## config.mk

```make
export PLATFORM = sky130hd
export DESIGN_NAME = block_partition_range_splitter_flat
export DESIGN_NICKNAME = d
export VERILOG_FILES = /design/src/rtl/core/brps_pkg.sv /design/src/rtl/core/brps_if.sv /design/src/rtl/core/brps_cfg.sv /design/src/rtl/core/brps_divmul.sv /design/src/rtl/core/block_partition_range_splitter.sv /design/src/flat_wrapper.sv
export VERILOG_INCLUDE_DIRS = /design/src /design/src/rtl/core
export SDC_FILE = /design/constraint.sdc
export NUM_CORES = 2
export LEC_CHECK = 0
export ABC_AREA = 0
export BUFFER_PORTS_ARGS = -buffer_cell sky130_fd_sc_hd__buf_2
export CAP_MARGIN = 30
export CORE_MARGIN = 2
export CORE_UTILIZATION = 40
export CTS_BUF_LIST = sky130_fd_sc_hd__clkbuf_16
export CTS_CLUSTER_DIAMETER = 60
export CTS_CLUSTER_SIZE = 28
export DETAILED_ROUTE_END_ITERATION = 8
export PLACE_DENSITY = 0.57
export SETUP_SLACK_MARGIN = 0.2
export SYNTH_ARGS = -nofsm -noshare
export SYNTH_HDL_FRONTEND = slang
export SYNTH_SLANG_ARGS = --single-unit
```

## constraint.sdc

```tcl
create_clock -name clk -period 12.6 [get_ports clk]
set_input_delay 2.52 -clock clk [delete_from_list [all_inputs] [get_ports clk]]
set_output_delay 2.52 -clock clk [all_outputs]
set_load 0.1 [all_outputs]
```

## src/rtl/core/block_partition_range_splitter_macros.svh

```systemverilog
// assertion macros shared by the range splitter rtl
`ifndef BLOCK_PARTITION_RANGE_SPLITTER_MACROS_SVH
`define BLOCK_PARTITION_RANGE_SPLITTER_MACROS_SVH

// same-cycle implication, sampled on clk and masked during reset
`define BRPS_CHECK(name, ante, cons, msg) \
  name: assert property (@(posedge clk) disable iff (!rst_n) (ante) |-> (cons)) \
    else $error(msg);

// next-cycle implication
`define BRPS_CHECK_NEXT(name, ante, cons, msg) \
  name: assert property (@(posedge clk) disable iff (!rst_n) (ante) |=> (cons)) \
    else $error(msg);

`endif

```

## src/rtl/core/brps_pkg.sv

```systemverilog
// package: widths, register codes and shared types of the range splitter
`timescale 1ns / 1ps
package brps_pkg;

  localparam int INDEX_BITS = 48;
  localparam int PART_BITS  = 16;
  localparam int MAX_CHUNKS = 64;

  localparam int PW       = PART_BITS + 1;          // part count width
  localparam int OPW      = INDEX_BITS + 2;         // internal arithmetic width
  localparam int CNT_W    = $clog2(MAX_CHUNKS + 1);
  localparam int DM_CNT_W = $clog2(OPW + 1);
  localparam int ADDR_W   = 5;
  localparam int DATA_W   = 64;

  localparam logic [PW-1:0] PARTS_MAX = PW'(1) << PART_BITS;

  localparam logic [1:0] REG_FIRST_INDEX = 2'd0;
  localparam logic [1:0] REG_TOTAL_COUNT = 2'd1;
  localparam logic [1:0] REG_NUM_PARTS   = 2'd2;
  localparam logic [1:0] REG_MY_PART     = 2'd3;

  typedef enum logic {
    OP_DIV,
    OP_MUL
  } op_t;

  // effective configuration after clamping
  typedef struct packed {
    logic [INDEX_BITS-1:0] first;
    logic [INDEX_BITS-1:0] total;
    logic [PW-1:0]         parts;
    logic [PART_BITS-1:0]  my_part;
  } cfg_t;

  typedef struct packed {
    logic           start;
    op_t            op;
    logic [OPW-1:0] a;
    logic [OPW-1:0] b;
  } dm_req_t;

  typedef struct packed {
    logic           busy;
    logic           done;
    logic [OPW-1:0] quo;
    logic [OPW-1:0] rem;
  } dm_rsp_t;

endpackage

```

## src/rtl/core/brps_if.sv

```systemverilog
// channel interfaces: input range words and result chunk words
`timescale 1ns / 1ps
interface brps_in_if;
  logic                            valid;
  logic                            ready;
  logic [brps_pkg::INDEX_BITS-1:0] range_start;
  logic [brps_pkg::INDEX_BITS-1:0] range_end;

  modport source (output valid, range_start, range_end, input ready);
  modport sink (input valid, range_start, range_end, output ready);
endinterface

interface brps_out_if;
  logic                           valid;
  logic                           ready;
  logic [brps_pkg::PART_BITS-1:0] owner;
  logic [brps_pkg::INDEX_BITS-1:0] chunk_start;
  logic [brps_pkg::INDEX_BITS-1:0] chunk_end;
  logic                           last;
  logic                           overflow;

  modport source (output valid, owner, chunk_start, chunk_end, last, overflow, input ready);
  modport sink (input valid, owner, chunk_start, chunk_end, last, overflow, output ready);
endinterface

```

## src/rtl/core/brps_cfg.sv

```systemverilog
// configuration registers with apb-style access and clamped effective values
`timescale 1ns / 1ps
module brps_cfg (
  input  logic                        clk,
  input  logic                        rst_n,
  input  logic                        psel,
  input  logic                        penable,
  input  logic                        pwrite,
  input  logic [brps_pkg::ADDR_W-1:0] paddr,
  input  logic [brps_pkg::DATA_W-1:0] pwdata,
  output logic [brps_pkg::DATA_W-1:0] prdata,
  output logic                        pready,
  output brps_pkg::cfg_t              cfg
);

  logic [brps_pkg::INDEX_BITS-1:0] first_r;
  logic [brps_pkg::INDEX_BITS-1:0] total_r;
  logic [brps_pkg::PW-1:0]         parts_r;
  logic [brps_pkg::PART_BITS-1:0]  my_part_r;
  logic [1:0]                      sel;
  logic                            wr;
  logic [brps_pkg::INDEX_BITS-1:0] t_eff;
  logic [brps_pkg::PW-1:0]         p_eff;

  assign sel    = paddr[4:3];
  assign wr     = psel && penable && pwrite;
  assign pready = 1'b1;

  always_ff @(posedge clk) begin
    if (!rst_n) begin
      first_r   <= '0;
      total_r   <= brps_pkg::INDEX_BITS'(1);
      parts_r   <= brps_pkg::PW'(1);
      my_part_r <= '0;
    end else if (wr) begin
      case (sel)
        brps_pkg::REG_FIRST_INDEX: first_r   <= pwdata[brps_pkg::INDEX_BITS-1:0];
        brps_pkg::REG_TOTAL_COUNT: total_r   <= pwdata[brps_pkg::INDEX_BITS-1:0];
        brps_pkg::REG_NUM_PARTS:   parts_r   <= pwdata[brps_pkg::PW-1:0];
        brps_pkg::REG_MY_PART:     my_part_r <= pwdata[brps_pkg::PART_BITS-1:0];
        default: ;
      endcase
    end
  end

  always_comb begin
    case (sel)
      brps_pkg::REG_FIRST_INDEX: prdata = brps_pkg::DATA_W'(first_r);
      brps_pkg::REG_TOTAL_COUNT: prdata = brps_pkg::DATA_W'(total_r);
      brps_pkg::REG_NUM_PARTS:   prdata = brps_pkg::DATA_W'(parts_r);
      brps_pkg::REG_MY_PART:     prdata = brps_pkg::DATA_W'(my_part_r);
      default:                   prdata = '0;
    endcase
  end

  // zero acts as one, parts clamp to the part space and to the index count
  always_comb begin
    t_eff = (total_r == '0) ? brps_pkg::INDEX_BITS'(1) : total_r;
    p_eff = (parts_r == '0) ? brps_pkg::PW'(1) : parts_r;
    if (p_eff > brps_pkg::PARTS_MAX) p_eff = brps_pkg::PARTS_MAX;
    if (brps_pkg::INDEX_BITS'(p_eff) > t_eff) p_eff = t_eff[brps_pkg::PW-1:0];
  end

  assign cfg.first   = first_r;
  assign cfg.total   = t_eff;
  assign cfg.parts   = p_eff;
  assign cfg.my_part = my_part_r;

endmodule

```

## src/rtl/core/brps_divmul.sv

```systemverilog
// shared bit-serial unit: restoring divide or shift-add multiply over one adder
`timescale 1ns / 1ps
module brps_divmul (
  input  logic              clk,
  input  logic              rst_n,
  input  brps_pkg::dm_req_t req,
  output brps_pkg::dm_rsp_t rsp
);

  localparam int W = brps_pkg::OPW;

  logic                          busy_r, busy_nxt;
  logic                          done_r, done_nxt;
  brps_pkg::op_t                 op_r, op_nxt;
  logic [brps_pkg::DM_CNT_W-1:0] cnt_r, cnt_nxt;
  logic [W-1:0]                  rem_r, rem_nxt;
  logic [W-1:0]                  quo_r, quo_nxt;
  logic [W-1:0]                  dvs_r, dvs_nxt;
  logic [W:0]                    rem_sh;
  logic [W:0]                    add_x, add_y;
  logic                          add_sub;
  logic [W+1:0]                  sum;

  assign rem_sh = {rem_r, quo_r[W-1]};

  // the one adder: subtract for divide steps, add for multiply steps
  always_comb begin
    if (op_r == brps_pkg::OP_DIV) begin
      add_x   = rem_sh;
      add_y   = {1'b0, dvs_r};
      add_sub = 1'b1;
    end else begin
      add_x   = {1'b0, rem_r};
      add_y   = {1'b0, dvs_r};
      add_sub = 1'b0;
    end
    sum = {1'b0, add_x} + {1'b0, (add_sub ? ~add_y : add_y)} + (W+2)'(add_sub);
  end

  always_comb begin
    busy_nxt = busy_r;
    done_nxt = 1'b0;
    op_nxt   = op_r;
    cnt_nxt  = cnt_r;
    rem_nxt  = rem_r;
    quo_nxt  = quo_r;
    dvs_nxt  = dvs_r;
    if (req.start) begin
      busy_nxt = 1'b1;
      op_nxt   = req.op;
      rem_nxt  = '0;
      if (req.op == brps_pkg::OP_DIV) begin
        quo_nxt = req.a;
        dvs_nxt = req.b;
        cnt_nxt = brps_pkg::DM_CNT_W'(W);
      end else begin
        quo_nxt = req.b;
        dvs_nxt = req.a;
        cnt_nxt = brps_pkg::DM_CNT_W'(brps_pkg::PW);
      end
    end else if (busy_r) begin
      if (op_r == brps_pkg::OP_DIV) begin
        rem_nxt = sum[W+1] ? sum[W-1:0] : rem_sh[W-1:0];
        quo_nxt = {quo_r[W-2:0], sum[W+1]};
      end else begin
        if (quo_r[0]) rem_nxt = sum[W-1:0];
        quo_nxt = {1'b0, quo_r[W-1:1]};
        dvs_nxt = {dvs_r[W-2:0], 1'b0};
      end
      cnt_nxt = cnt_r - brps_pkg::DM_CNT_W'(1);
      if (cnt_r == brps_pkg::DM_CNT_W'(1)) begin
        busy_nxt = 1'b0;
        done_nxt = 1'b1;
      end
    end
  end

  always_ff @(posedge clk) begin
    if (!rst_n) begin
      busy_r <= 1'b0;
      done_r <= 1'b0;
      op_r   <= brps_pkg::OP_DIV;
      cnt_r  <= '0;
    end else begin
      busy_r <= busy_nxt;
      done_r <= done_nxt;
      op_r   <= op_nxt;
      cnt_r  <= cnt_nxt;
    end
  end

  always_ff @(posedge clk) begin
    rem_r <= rem_nxt;
    quo_r <= quo_nxt;
    dvs_r <= dvs_nxt;
  end

  assign rsp.busy = busy_r;
  assign rsp.done = done_r;
  assign rsp.quo  = quo_r;
  assign rsp.rem  = rem_r;

endmodule

```

## src/rtl/core/block_partition_range_splitter.sv

```systemverilog
// top level: sequencer that splits owned ranges into per-owner chunks
// Usage: write first_index, total_count, num_parts and my_part over the apb-style
// port (8-byte register spacing) while the block is idle. Each input word carries
// an owned range [range_start, range_end]. The block drops the overlap with this
// part's own block and emits one output word per owning part, low to high, with
// last set on the final word and overflow set there when words past 64 were lost.
// An empty range, or one inside the own block, gives no words.
// Work per item: one 50-step divide for the block size, a 17-step multiply for the
// short-block border and, if this part owns a block, one for that block's start,
// then two 50-step owner divides per remaining segment, all on one shared
// divide/multiply unit. Words then follow one per cycle while the receiver takes
// them; a second segment first needs its own owner divides. The input side is
// ready only between items, so no new item is taken until the last is walked.
// A stalled receiver holds the output register and freezes the chunk walk.
// Reset (synchronous, rst_n low) returns the registers to their defaults, drops
// any item in flight and clears the output valid.
`timescale 1ns / 1ps
`include "block_partition_range_splitter_macros.svh"
module block_partition_range_splitter (
  input  logic                        clk,
  input  logic                        rst_n,
  brps_in_if.sink                     in_if,
  brps_out_if.source                  out_if,
  input  logic                        psel,
  input  logic                        penable,
  input  logic                        pwrite,
  input  logic [brps_pkg::ADDR_W-1:0] paddr,
  input  logic [brps_pkg::DATA_W-1:0] pwdata,
  output logic [brps_pkg::DATA_W-1:0] prdata,
  output logic                        pready
);

  localparam int W  = brps_pkg::OPW;
  localparam int IB = brps_pkg::INDEX_BITS;
  localparam int PB = brps_pkg::PART_BITS;
  localparam int PW = brps_pkg::PW;

  typedef enum logic [7:0] {
    S_IDLE  = 8'b0000_0001,
    S_SIZE  = 8'b0000_0010,
    S_SW    = 8'b0000_0100,
    S_BLK   = 8'b0000_1000,
    S_SEG   = 8'b0001_0000,
    S_OWN_S = 8'b0010_0000,
    S_OWN_E = 8'b0100_0000,
    S_WALK  = 8'b1000_0000
  } state_t;

  brps_pkg::cfg_t    cfg;
  brps_pkg::dm_req_t dm_req;
  brps_pkg::dm_rsp_t dm_rsp;

  state_t state_r, state_nxt;
  logic   go_r, go_nxt;

  // item and derived block geometry
  logic [IB-1:0] rs_r, rs_nxt, re_r, re_nxt;
  logic [IB-1:0] size_r, size_nxt;
  logic [PW-1:0] extra_r, extra_nxt;
  logic [W-1:0]  sw_r, sw_nxt;          // offset where the short blocks begin
  logic [W-1:0]  bs_r, bs_nxt, be_r, be_nxt;

  // segment being split and the one waiting behind it
  logic [IB-1:0] seg_s_r, seg_s_nxt, seg_e_r, seg_e_nxt;
  logic [IB-1:0] seg2_s_r, seg2_s_nxt, seg2_e_r, seg2_e_nxt;
  logic          seg2_v_r, seg2_v_nxt;

  // chunk walk
  logic [PB-1:0]                o_r, o_nxt, oe_r, oe_nxt;
  logic [W-1:0]                 bst_r, bst_nxt;   // absolute start of block o
  logic [W-1:0]                 cs_r, cs_nxt;
  logic [brps_pkg::CNT_W-1:0]   cnt_r, cnt_nxt;

  // output register
  logic          ov_r, ov_nxt;
  logic [PB-1:0] o_own_r, o_own_nxt;
  logic [IB-1:0] o_cs_r, o_cs_nxt, o_ce_r, o_ce_nxt;
  logic          o_last_r, o_last_nxt, o_ovf_r, o_ovf_nxt;

  logic [W-1:0] first_x, t_x, size_x, extra_x, mp_x, rs_x, re_x;
  logic [W-1:0] q_idx, q_off, q_own, q_bstart;
  logic         q_below, q_above, q_in_sw;
  logic [PB-1:0] q_owner;
  logic [W-1:0] len_x, ce_blk, ce_cur, blk_min, bs_new;
  logic         no_blk, slot_free, more, at_cap, last_c;

  brps_cfg u_cfg (
    .clk     (clk),
    .rst_n   (rst_n),
    .psel    (psel),
    .penable (penable),
    .pwrite  (pwrite),
    .paddr   (paddr),
    .pwdata  (pwdata),
    .prdata  (prdata),
    .pready  (pready),
    .cfg     (cfg)
  );

  brps_divmul u_dm (
    .clk   (clk),
    .rst_n (rst_n),
    .req   (dm_req),
    .rsp   (dm_rsp)
  );

  assign first_x = W'(cfg.first);
  assign t_x     = W'(cfg.total);
  assign size_x  = W'(size_r);
  assign extra_x = W'(extra_r);
  assign mp_x    = W'(cfg.my_part);
  assign rs_x    = W'(rs_r);
  assign re_x    = W'(re_r);
  assign no_blk  = PW'(cfg.my_part) >= cfg.parts;

  // owner lookup for the segment's start or end
  always_comb begin
    q_idx   = (state_r == S_OWN_S) ? W'(seg_s_r) : W'(seg_e_r);
    q_below = q_idx < first_x;
    q_off   = q_idx - first_x;
    q_above = q_off >= t_x;
    q_in_sw = q_off >= sw_r;
    q_own   = q_in_sw ? extra_x + dm_rsp.quo : dm_rsp.quo;
    if (q_below)      q_owner = '0;
    else if (q_above) q_owner = PB'(cfg.parts - PW'(1));
    else              q_owner = q_own[PB-1:0];
    q_bstart = q_below ? '0 : q_off - dm_rsp.rem;
  end

  // one request at a time to the shared unit
  always_comb begin
    dm_req.start = go_r;
    dm_req.op    = brps_pkg::OP_DIV;
    dm_req.a     = q_in_sw ? q_off - sw_r : q_off;
    dm_req.b     = q_in_sw ? size_x : size_x + W'(1);
    case (state_r)
      S_SIZE: begin
        dm_req.a = t_x;
        dm_req.b = W'(cfg.parts);
      end
      S_SW: begin
        dm_req.op = brps_pkg::OP_MUL;
        dm_req.a  = size_x + W'(1);
        dm_req.b  = extra_x;
      end
      S_BLK: begin
        dm_req.op = brps_pkg::OP_MUL;
        dm_req.a  = size_x;
        dm_req.b  = mp_x;
      end
      default: ;
    endcase
  end

  // chunk geometry for the walk
  always_comb begin
    len_x     = size_x + ((W'(o_r) < extra_x) ? W'(1) : W'(0));
    ce_blk    = bst_r + len_x - W'(1);
    ce_cur    = (o_r == oe_r) ? W'(seg_e_r) : ce_blk;
    more      = (o_r != oe_r) || seg2_v_r;
    at_cap    = cnt_r == brps_pkg::CNT_W'(brps_pkg::MAX_CHUNKS - 1);
    last_c    = !more || at_cap;
    slot_free = !ov_r || out_if.ready;
    blk_min   = (mp_x < extra_x) ? mp_x : extra_x;
    bs_new    = first_x + dm_rsp.rem + blk_min;
  end

  always_comb begin
    state_nxt  = state_r;
    go_nxt     = 1'b0;
    rs_nxt     = rs_r;
    re_nxt     = re_r;
    size_nxt   = size_r;
    extra_nxt  = extra_r;
    sw_nxt     = sw_r;
    bs_nxt     = bs_r;
    be_nxt     = be_r;
    seg_s_nxt  = seg_s_r;
    seg_e_nxt  = seg_e_r;
    seg2_s_nxt = seg2_s_r;
    seg2_e_nxt = seg2_e_r;
    seg2_v_nxt = seg2_v_r;
    o_nxt      = o_r;
    oe_nxt     = oe_r;
    bst_nxt    = bst_r;
    cs_nxt     = cs_r;
    cnt_nxt    = cnt_r;
    ov_nxt     = ov_r && !out_if.ready;
    o_own_nxt  = o_own_r;
    o_cs_nxt   = o_cs_r;
    o_ce_nxt   = o_ce_r;
    o_last_nxt = o_last_r;
    o_ovf_nxt  = o_ovf_r;

    case (state_r)
      S_IDLE: begin
        if (in_if.valid) begin
          rs_nxt  = in_if.range_start;
          re_nxt  = in_if.range_end;
          cnt_nxt = '0;
          // empty range: nothing to do
          if (in_if.range_start <= in_if.range_end) begin
            state_nxt = S_SIZE;
            go_nxt    = 1'b1;
          end
        end
      end
      S_SIZE: begin
        if (dm_rsp.done) begin
          size_nxt  = dm_rsp.quo[IB-1:0];
          extra_nxt = dm_rsp.rem[PW-1:0];
          state_nxt = S_SW;
          go_nxt    = 1'b1;
        end
      end
      S_SW: begin
        if (dm_rsp.done) begin
          sw_nxt = dm_rsp.rem;
          go_nxt = 1'b1;
          if (no_blk) begin
            // no own block: split the whole range
            seg_s_nxt  = rs_r;
            seg_e_nxt  = re_r;
            seg2_v_nxt = 1'b0;
            state_nxt  = S_OWN_S;
          end else begin
            state_nxt = S_BLK;
          end
        end
      end
      S_BLK: begin
        if (dm_rsp.done) begin
          bs_nxt    = bs_new;
          be_nxt    = bs_new + size_x + ((mp_x < extra_x) ? W'(1) : W'(0)) - W'(1);
          state_nxt = S_SEG;
        end
      end
      S_SEG: begin
        seg2_v_nxt = 1'b0;
        go_nxt     = 1'b1;
        state_nxt  = S_OWN_S;
        if (be_r < rs_x || re_x < bs_r) begin
          seg_s_nxt = rs_r;
          seg_e_nxt = re_r;
        end else if (rs_x < bs_r) begin
          // part below the own block, maybe one above it too
          seg_s_nxt  = rs_r;
          seg_e_nxt  = IB'(bs_r - W'(1));
          seg2_s_nxt = IB'(be_r + W'(1));
          seg2_e_nxt = re_r;
          seg2_v_nxt = be_r < re_x;
        end else if (be_r < re_x) begin
          seg_s_nxt = IB'(be_r + W'(1));
          seg_e_nxt = re_r;
        end else begin
          // range lies inside the own block
          go_nxt    = 1'b0;
          state_nxt = S_IDLE;
        end
      end
      S_OWN_S: begin
        if (dm_rsp.done) begin
          o_nxt     = q_owner;
          bst_nxt   = first_x + q_bstart;
          cs_nxt    = W'(seg_s_r);
          go_nxt    = 1'b1;
          state_nxt = S_OWN_E;
        end
      end
      S_OWN_E: begin
        if (dm_rsp.done) begin
          oe_nxt    = q_owner;
          state_nxt = S_WALK;
        end
      end
      S_WALK: begin
        if (slot_free) begin
          ov_nxt     = 1'b1;
          o_own_nxt  = o_r;
          o_cs_nxt   = cs_r[IB-1:0];
          o_ce_nxt   = ce_cur[IB-1:0];
          o_last_nxt = last_c;
          o_ovf_nxt  = more && at_cap;
          cnt_nxt    = cnt_r + brps_pkg::CNT_W'(1);
          if (last_c) begin
            state_nxt = S_IDLE;
          end else if (o_r == oe_r) begin
            // move on to the segment above the own block
            seg_s_nxt  = seg2_s_r;
            seg_e_nxt  = seg2_e_r;
            seg2_v_nxt = 1'b0;
            go_nxt     = 1'b1;
            state_nxt  = S_OWN_S;
          end else begin
            o_nxt   = o_r + PB'(1);
            bst_nxt = ce_blk + W'(1);
            cs_nxt  = ce_blk + W'(1);
          end
        end
      end
      default: state_nxt = S_IDLE;
    endcase
  end

  always_ff @(posedge clk) begin
    if (!rst_n) begin
      state_r  <= S_IDLE;
      go_r     <= 1'b0;
      ov_r     <= 1'b0;
      cnt_r    <= '0;
      seg2_v_r <= 1'b0;
    end else begin
      state_r  <= state_nxt;
      go_r     <= go_nxt;
      ov_r     <= ov_nxt;
      cnt_r    <= cnt_nxt;
      seg2_v_r <= seg2_v_nxt;
    end
  end

  always_ff @(posedge clk) begin
    rs_r     <= rs_nxt;
    re_r     <= re_nxt;
    size_r   <= size_nxt;
    extra_r  <= extra_nxt;
    sw_r     <= sw_nxt;
    bs_r     <= bs_nxt;
    be_r     <= be_nxt;
    seg_s_r  <= seg_s_nxt;
    seg_e_r  <= seg_e_nxt;
    seg2_s_r <= seg2_s_nxt;
    seg2_e_r <= seg2_e_nxt;
    o_r      <= o_nxt;
    oe_r     <= oe_nxt;
    bst_r    <= bst_nxt;
    cs_r     <= cs_nxt;
    o_own_r  <= o_own_nxt;
    o_cs_r   <= o_cs_nxt;
    o_ce_r   <= o_ce_nxt;
    o_last_r <= o_last_nxt;
    o_ovf_r  <= o_ovf_nxt;
  end

  assign in_if.ready        = (state_r == S_IDLE);
  assign out_if.valid       = ov_r;
  assign out_if.owner       = o_own_r;
  assign out_if.chunk_start = o_cs_r;
  assign out_if.chunk_end   = o_ce_r;
  assign out_if.last        = o_last_r;
  assign out_if.overflow    = o_ovf_r;

  `BRPS_CHECK(a_ovf_on_last, out_if.valid && out_if.overflow, out_if.last, "overflow without last")
  `BRPS_CHECK(a_walk_cap, state_r == S_WALK, cnt_r < brps_pkg::CNT_W'(brps_pkg::MAX_CHUNKS), "over limit")
  `BRPS_CHECK(a_walk_owner, state_r == S_WALK, o_r <= oe_r, "walk owner past end owner")
  `BRPS_CHECK_NEXT(a_dm_start, dm_req.start, dm_rsp.busy, "shared unit did not start")

endmodule

```

## src/flat_wrapper.sv

```systemverilog
// flat-port wrapper written by rule: the top's interface ports become plain ports
module block_partition_range_splitter_flat 
  (clk, rst_n, psel, penable, pwrite, paddr, pwdata, prdata, pready, in_if_valid, in_if_range_start, in_if_range_end, in_if_ready, out_if_valid, out_if_owner, out_if_chunk_start, out_if_chunk_end, out_if_last, out_if_overflow, out_if_ready);
  brps_in_if in_if_i ();
  brps_out_if out_if_i ();
  input  logic clk;
  input  logic rst_n;
  input  logic psel;
  input  logic penable;
  input  logic pwrite;
  input  logic [brps_pkg::ADDR_W-1:0] paddr;
  input  logic [brps_pkg::DATA_W-1:0] pwdata;
  output logic [brps_pkg::DATA_W-1:0] prdata;
  output logic pready;
  input wire logic [$bits(in_if_i.valid)-1:0] in_if_valid;
  input wire logic [$bits(in_if_i.range_start)-1:0] in_if_range_start;
  input wire logic [$bits(in_if_i.range_end)-1:0] in_if_range_end;
  output wire logic [$bits(in_if_i.ready)-1:0] in_if_ready;
  output wire logic [$bits(out_if_i.valid)-1:0] out_if_valid;
  output wire logic [$bits(out_if_i.owner)-1:0] out_if_owner;
  output wire logic [$bits(out_if_i.chunk_start)-1:0] out_if_chunk_start;
  output wire logic [$bits(out_if_i.chunk_end)-1:0] out_if_chunk_end;
  output wire logic [$bits(out_if_i.last)-1:0] out_if_last;
  output wire logic [$bits(out_if_i.overflow)-1:0] out_if_overflow;
  input wire logic [$bits(out_if_i.ready)-1:0] out_if_ready;
  assign in_if_i.valid = in_if_valid;
  assign in_if_i.range_start = in_if_range_start;
  assign in_if_i.range_end = in_if_range_end;
  assign in_if_ready = in_if_i.ready;
  assign out_if_valid = out_if_i.valid;
  assign out_if_owner = out_if_i.owner;
  assign out_if_chunk_start = out_if_i.chunk_start;
  assign out_if_chunk_end = out_if_i.chunk_end;
  assign out_if_last = out_if_i.last;
  assign out_if_overflow = out_if_i.overflow;
  assign out_if_i.ready = out_if_ready;
  block_partition_range_splitter u_core (.clk(clk), .rst_n(rst_n), .in_if(in_if_i), .out_if(out_if_i), .psel(psel), .penable(penable), .pwrite(pwrite), .paddr(paddr), .pwdata(pwdata), .prdata(prdata), .pready(pready));
endmodule
```

==> results.sh <==
export IMPL_outcome="finished clean"
export IMPL_dieHeight_um=454.5
export IMPL_worst_path_max_delay_cell="nand2b_1"
export IMPL_synthAdderAreaFrac=0.1424
export IMPL_async_flop_share=0
export IMPL_syn_area_per_cell_um2=9.092
export IMPL_first_pass_iters=6
export IMPL_cts_made_buffers=116
export IMPL_holdCritPathClass="reg -> reg"
export IMPL_synthSimpleGateAreaFrac=0.1485
export IMPL_synth_edf_count=845
export IMPL_antenna_found_initial=12
export IMPL_yosysWarnings=0
export IMPL_place_gp_congestion=0.9967
export IMPL_hold_depth=0
export IMPL_fin_area_um2=90600
export IMPL_hold_viol_final=0
export IMPL_nets=10300
export IMPL_skew_ps=61.22
export IMPL_synthXorXnorAreaFrac=0.06539
export IMPL_synth_compound_area_share=0.1908
export IMPL_cp_num_buf_inv=4
export IMPL_ys_seq_area_frac=0.3634
export IMPL_wirelength_um=323100
export IMPL_postCtsSetupRepairBufs=0
export IMPL_synthMuxAreaShare=0.03276
export IMPL_grt_start_max_net_pins=111
export IMPL_detail_route_antenna_nets=0
export IMPL_rows=165
export IMPL_crit_family="compound AO/OA/AOI/OAI gates"
export IMPL_grt_util_met3=0.04515
export IMPL_grt_pass1_vias=65790
export IMPL_grt_first_pass_wirelength_um=456200
export IMPL_cts_resized=0
export IMPL_cpMostUsedCell="a21o_1"
export IMPL_critPathMaxFanout=17
export IMPL_finalSetupTns_ps=0
export IMPL_setup_viol=0
export IMPL_grt_use_met1=0.4409
export IMPL_drv_slew=0
export IMPL_top_usage_layer="met2"
export IMPL_hold_buffers=0
export IMPL_irDropWorstVdd_v=0.0001189
export IMPL_root_buffer="clkbuf_16"
export IMPL_htreeDepth=3
export IMPL_fin_ws_ps=1476
export IMPL_cts_tree="yes"
export IMPL_grt_util_met2=0.4517
export IMPL_synth_top_family_by_area="compound AO/OA/AOI/OAI gates"
export IMPL_rr_worst_depth=44
export IMPL_yosysTopAreaCell="edfxtp_1"
export IMPL_finalPower_mw=14.37
export IMPL_cts_path_max_buffers=3
export IMPL_postSynthCellCount=8927
export IMPL_num_vias=70360
export IMPL_drc=0
export IMPL_netlist_area_leader_share=0.3126
export IMPL_path_clk_slew_ps=90
export IMPL_rsz0062_at_grt="no"
export IMPL_place_area_um2=86300
export IMPL_hold_slack_ps=405.7
export IMPL_critPathKind="reg -> reg"
export IMPL_end_kind="register"
export IMPL_worst_slew_pin_slew_ps=1203
export IMPL_place_ws_ps=1673
export IMPL_worstPathArrival_ps=11670
export IMPL_yosys_register_bits=1051
export IMPL_stdcell_count=12000
export IMPL_die_w_um=454.5
export IMPL_clk_latency_ps=820
export IMPL_avgViaCountPerCell=5.862
export IMPL_required_ps=13140
export IMPL_wl_per_cell_um=26.92
export IMPL_core_area_um2=201900
export IMPL_synthDistinctLibCells=99
export IMPL_worst_path_stages=44
export IMPL_slew_headroom=0.1980
export IMPL_cap_violations=0
export IMPL_cts_sinks=1051
export IMPL_overflow=0
export IMPL_leakage_nw=37.80
export IMPL_die_area_um2=206500
export IMPL_cellPowerDensity_nw_per_um2=158.6
export IMPL_dpl_cell_count=11770
export IMPL_synth_ff_type="edfxtp_1"
export IMPL_dp_hpwl_um=256900
export IMPL_max_freq_mhz=89.90
export IMPL_fin_util=0.4487
export IMPL_finalCriticalPeriod_ps=11120
export IMPL_final_layout_size_suffix_gt1_frac=0.09869
export IMPL_start_kind="register"
export IMPL_ys_top_cells_by_area="edfxtp_1 (31%), ha_1 (14%), dfxtp_1 (5.1%)"
export IMPL_groute_usage_overall=0.3035
export IMPL_io_pins=353
export IMPL_critical_path_max_stage_delay_ps=650
export IMPL_start_util=0.4020
export IMPL_first_iter_violations=7774
export IMPL_synthToLayoutAreaGrowth_pct=11.62
export IMPL_finalCritPeriodShare=0.8828
export IMPL_syn_area_um2=81170
export IMPL_portBuffers=316
export IMPL_rrSetupSlack_ps=1480
cells by family (layout without fill, tap and decap cells):
| kind of cell | after synthesis | in the layout |
|---|---|---|
| fa+ha+maj | 908 | 908 |
| buf+inv | 1203 | 1582 |
| mux | 232 | 232 |
| flops | 1051 | 1051 |
| compound gates | 2360 | 2360 |
| simple gates | 2565 | 2565 |
| other cells | 2 | 26 |
| xor+xnor | 606 | 606 |
synth_stat cells (15+ instances only):
| library cell | number |
|---|---|
| a2111oi_0 | 21 |
| a211oi_1 | 94 |
| a21boi_0 | 150 |
| a21o_1 | 347 |
| a21oi_1 | 574 |
| a221o_1 | 50 |
| a221oi_1 | 28 |
| a22oi_1 | 20 |
| a311oi_1 | 27 |
| a31o_2 | 15 |
| a31oi_1 | 68 |
| and2_1 | 52 |
| and3_1 | 76 |
| and4_1 | 20 |
| buf_1 | 28 |
| buf_4 | 19 |
| clkbuf_1 | 267 |
| dfxtp_1 | 206 |
| edfxtp_1 | 845 |
| fa_1 | 26 |
| ha_1 | 882 |
| inv_1 | 878 |
| mux2_2 | 109 |
| mux2i_1 | 107 |
| mux4_2 | 16 |
| nand2_1 | 910 |
| nand2b_1 | 126 |
| nand3_1 | 190 |
| nand3b_1 | 19 |
| nand4_1 | 133 |
| nor2_1 | 601 |
| nor2b_1 | 106 |
| nor3_1 | 150 |
| nor4_1 | 47 |
| o211ai_1 | 109 |
| o21a_1 | 80 |
| o21ai_0 | 474 |
| o21bai_1 | 60 |
| o22ai_1 | 32 |
| o31ai_1 | 47 |
| or2_2 | 26 |
| or3_1 | 44 |
| or4_1 | 23 |
| xnor2_1 | 412 |
| xor2_1 | 194 |
flip-flops by register name (all words and copies together) (netlist names), 17 cells and up:
register and flops:
u_core.seg_e_r 48, u_core.sw_r 50, u_core.seg2_e_r 48, u_core.seg_s_r 48
u_core.be_r 50, u_core.rs_r 48, u_core.u_cfg.first_r 48, u_core.u_dm.dvs_r 50
u_core.re_r 48, u_core.cs_r 48, u_core.extra_r 17, u_core.bst_r 48
u_core.u_cfg.parts_r 17, u_core.out_if.chunk_start 48, u_core.out_if.chunk_end 48, u_core.size_r 48
u_core.bs_r 50, u_core.u_cfg.total_r 48, u_core.seg2_s_r 48, u_core.u_dm.quo_r 50
u_core.u_dm.rem_r 50
final timing paths:
path | start | to
max | u_core.extra_r[1] | u_core.be_r[45]
min | u_core.cs_r[0] | u_core.out_if.chunk_start[0]
max reg2reg | u_core.extra_r[1] | u_core.be_r[45]
min reg2reg | u_core.cs_r[0] | u_core.out_if.chunk_start[0]
report_power, final:
part / internal [mW] / leakage (nW) / total (mW) / switching (mW)
Sequential: 4.23 / 9.36 / 4.68 / 0.450
Clock: 1.94 / 2.03 / 3.73 / 1.79
Combinational: 2.24 / 26.4 / 5.97 / 3.73
Total: 8.41 / 37.8 / 14.4 / 5.96
cell usage in the layout (no fill, tap or decap), drive strengths merged, types with 107 or more instances in the layout:
| cell | count |
|---|---|
| nand2b | 126 |
| inv | 929 |
| a21o | 347 |
| dfxtp | 206 |
| mux2 | 109 |
| xnor2 | 412 |
| mux2i | 107 |
| nor3 | 150 |
| buf | 481 |
| clkbuf | 118 |
| nand2 | 912 |
| edfxtp | 845 |
| nand4 | 133 |
| nand3 | 191 |
| a21boi | 150 |
| o211ai | 109 |
| nor2 | 601 |
| o21ai | 486 |
| a21oi | 575 |
| xor2 | 194 |
| ha | 882 |
area by class of cell:
class	instances	area (um^2)
clock buffers	117	2928
clock inverters	103	1264
repair buffers	483	2928
fillers	19730	111300
flip-flops and latches	1051	29510
multi-input cells	6689	47310
inverters	879	3302
well taps	2672	3343
diodes	8	20.02
per-layer routing:
metal  wire length [um]  vias up
met5                  0        -
met4              13390        0
met3              26100      441
met2             136600     2919
met1             146900    34220
li1                   -    32780
No activity file was read; power rests on OpenSTA's default activity.
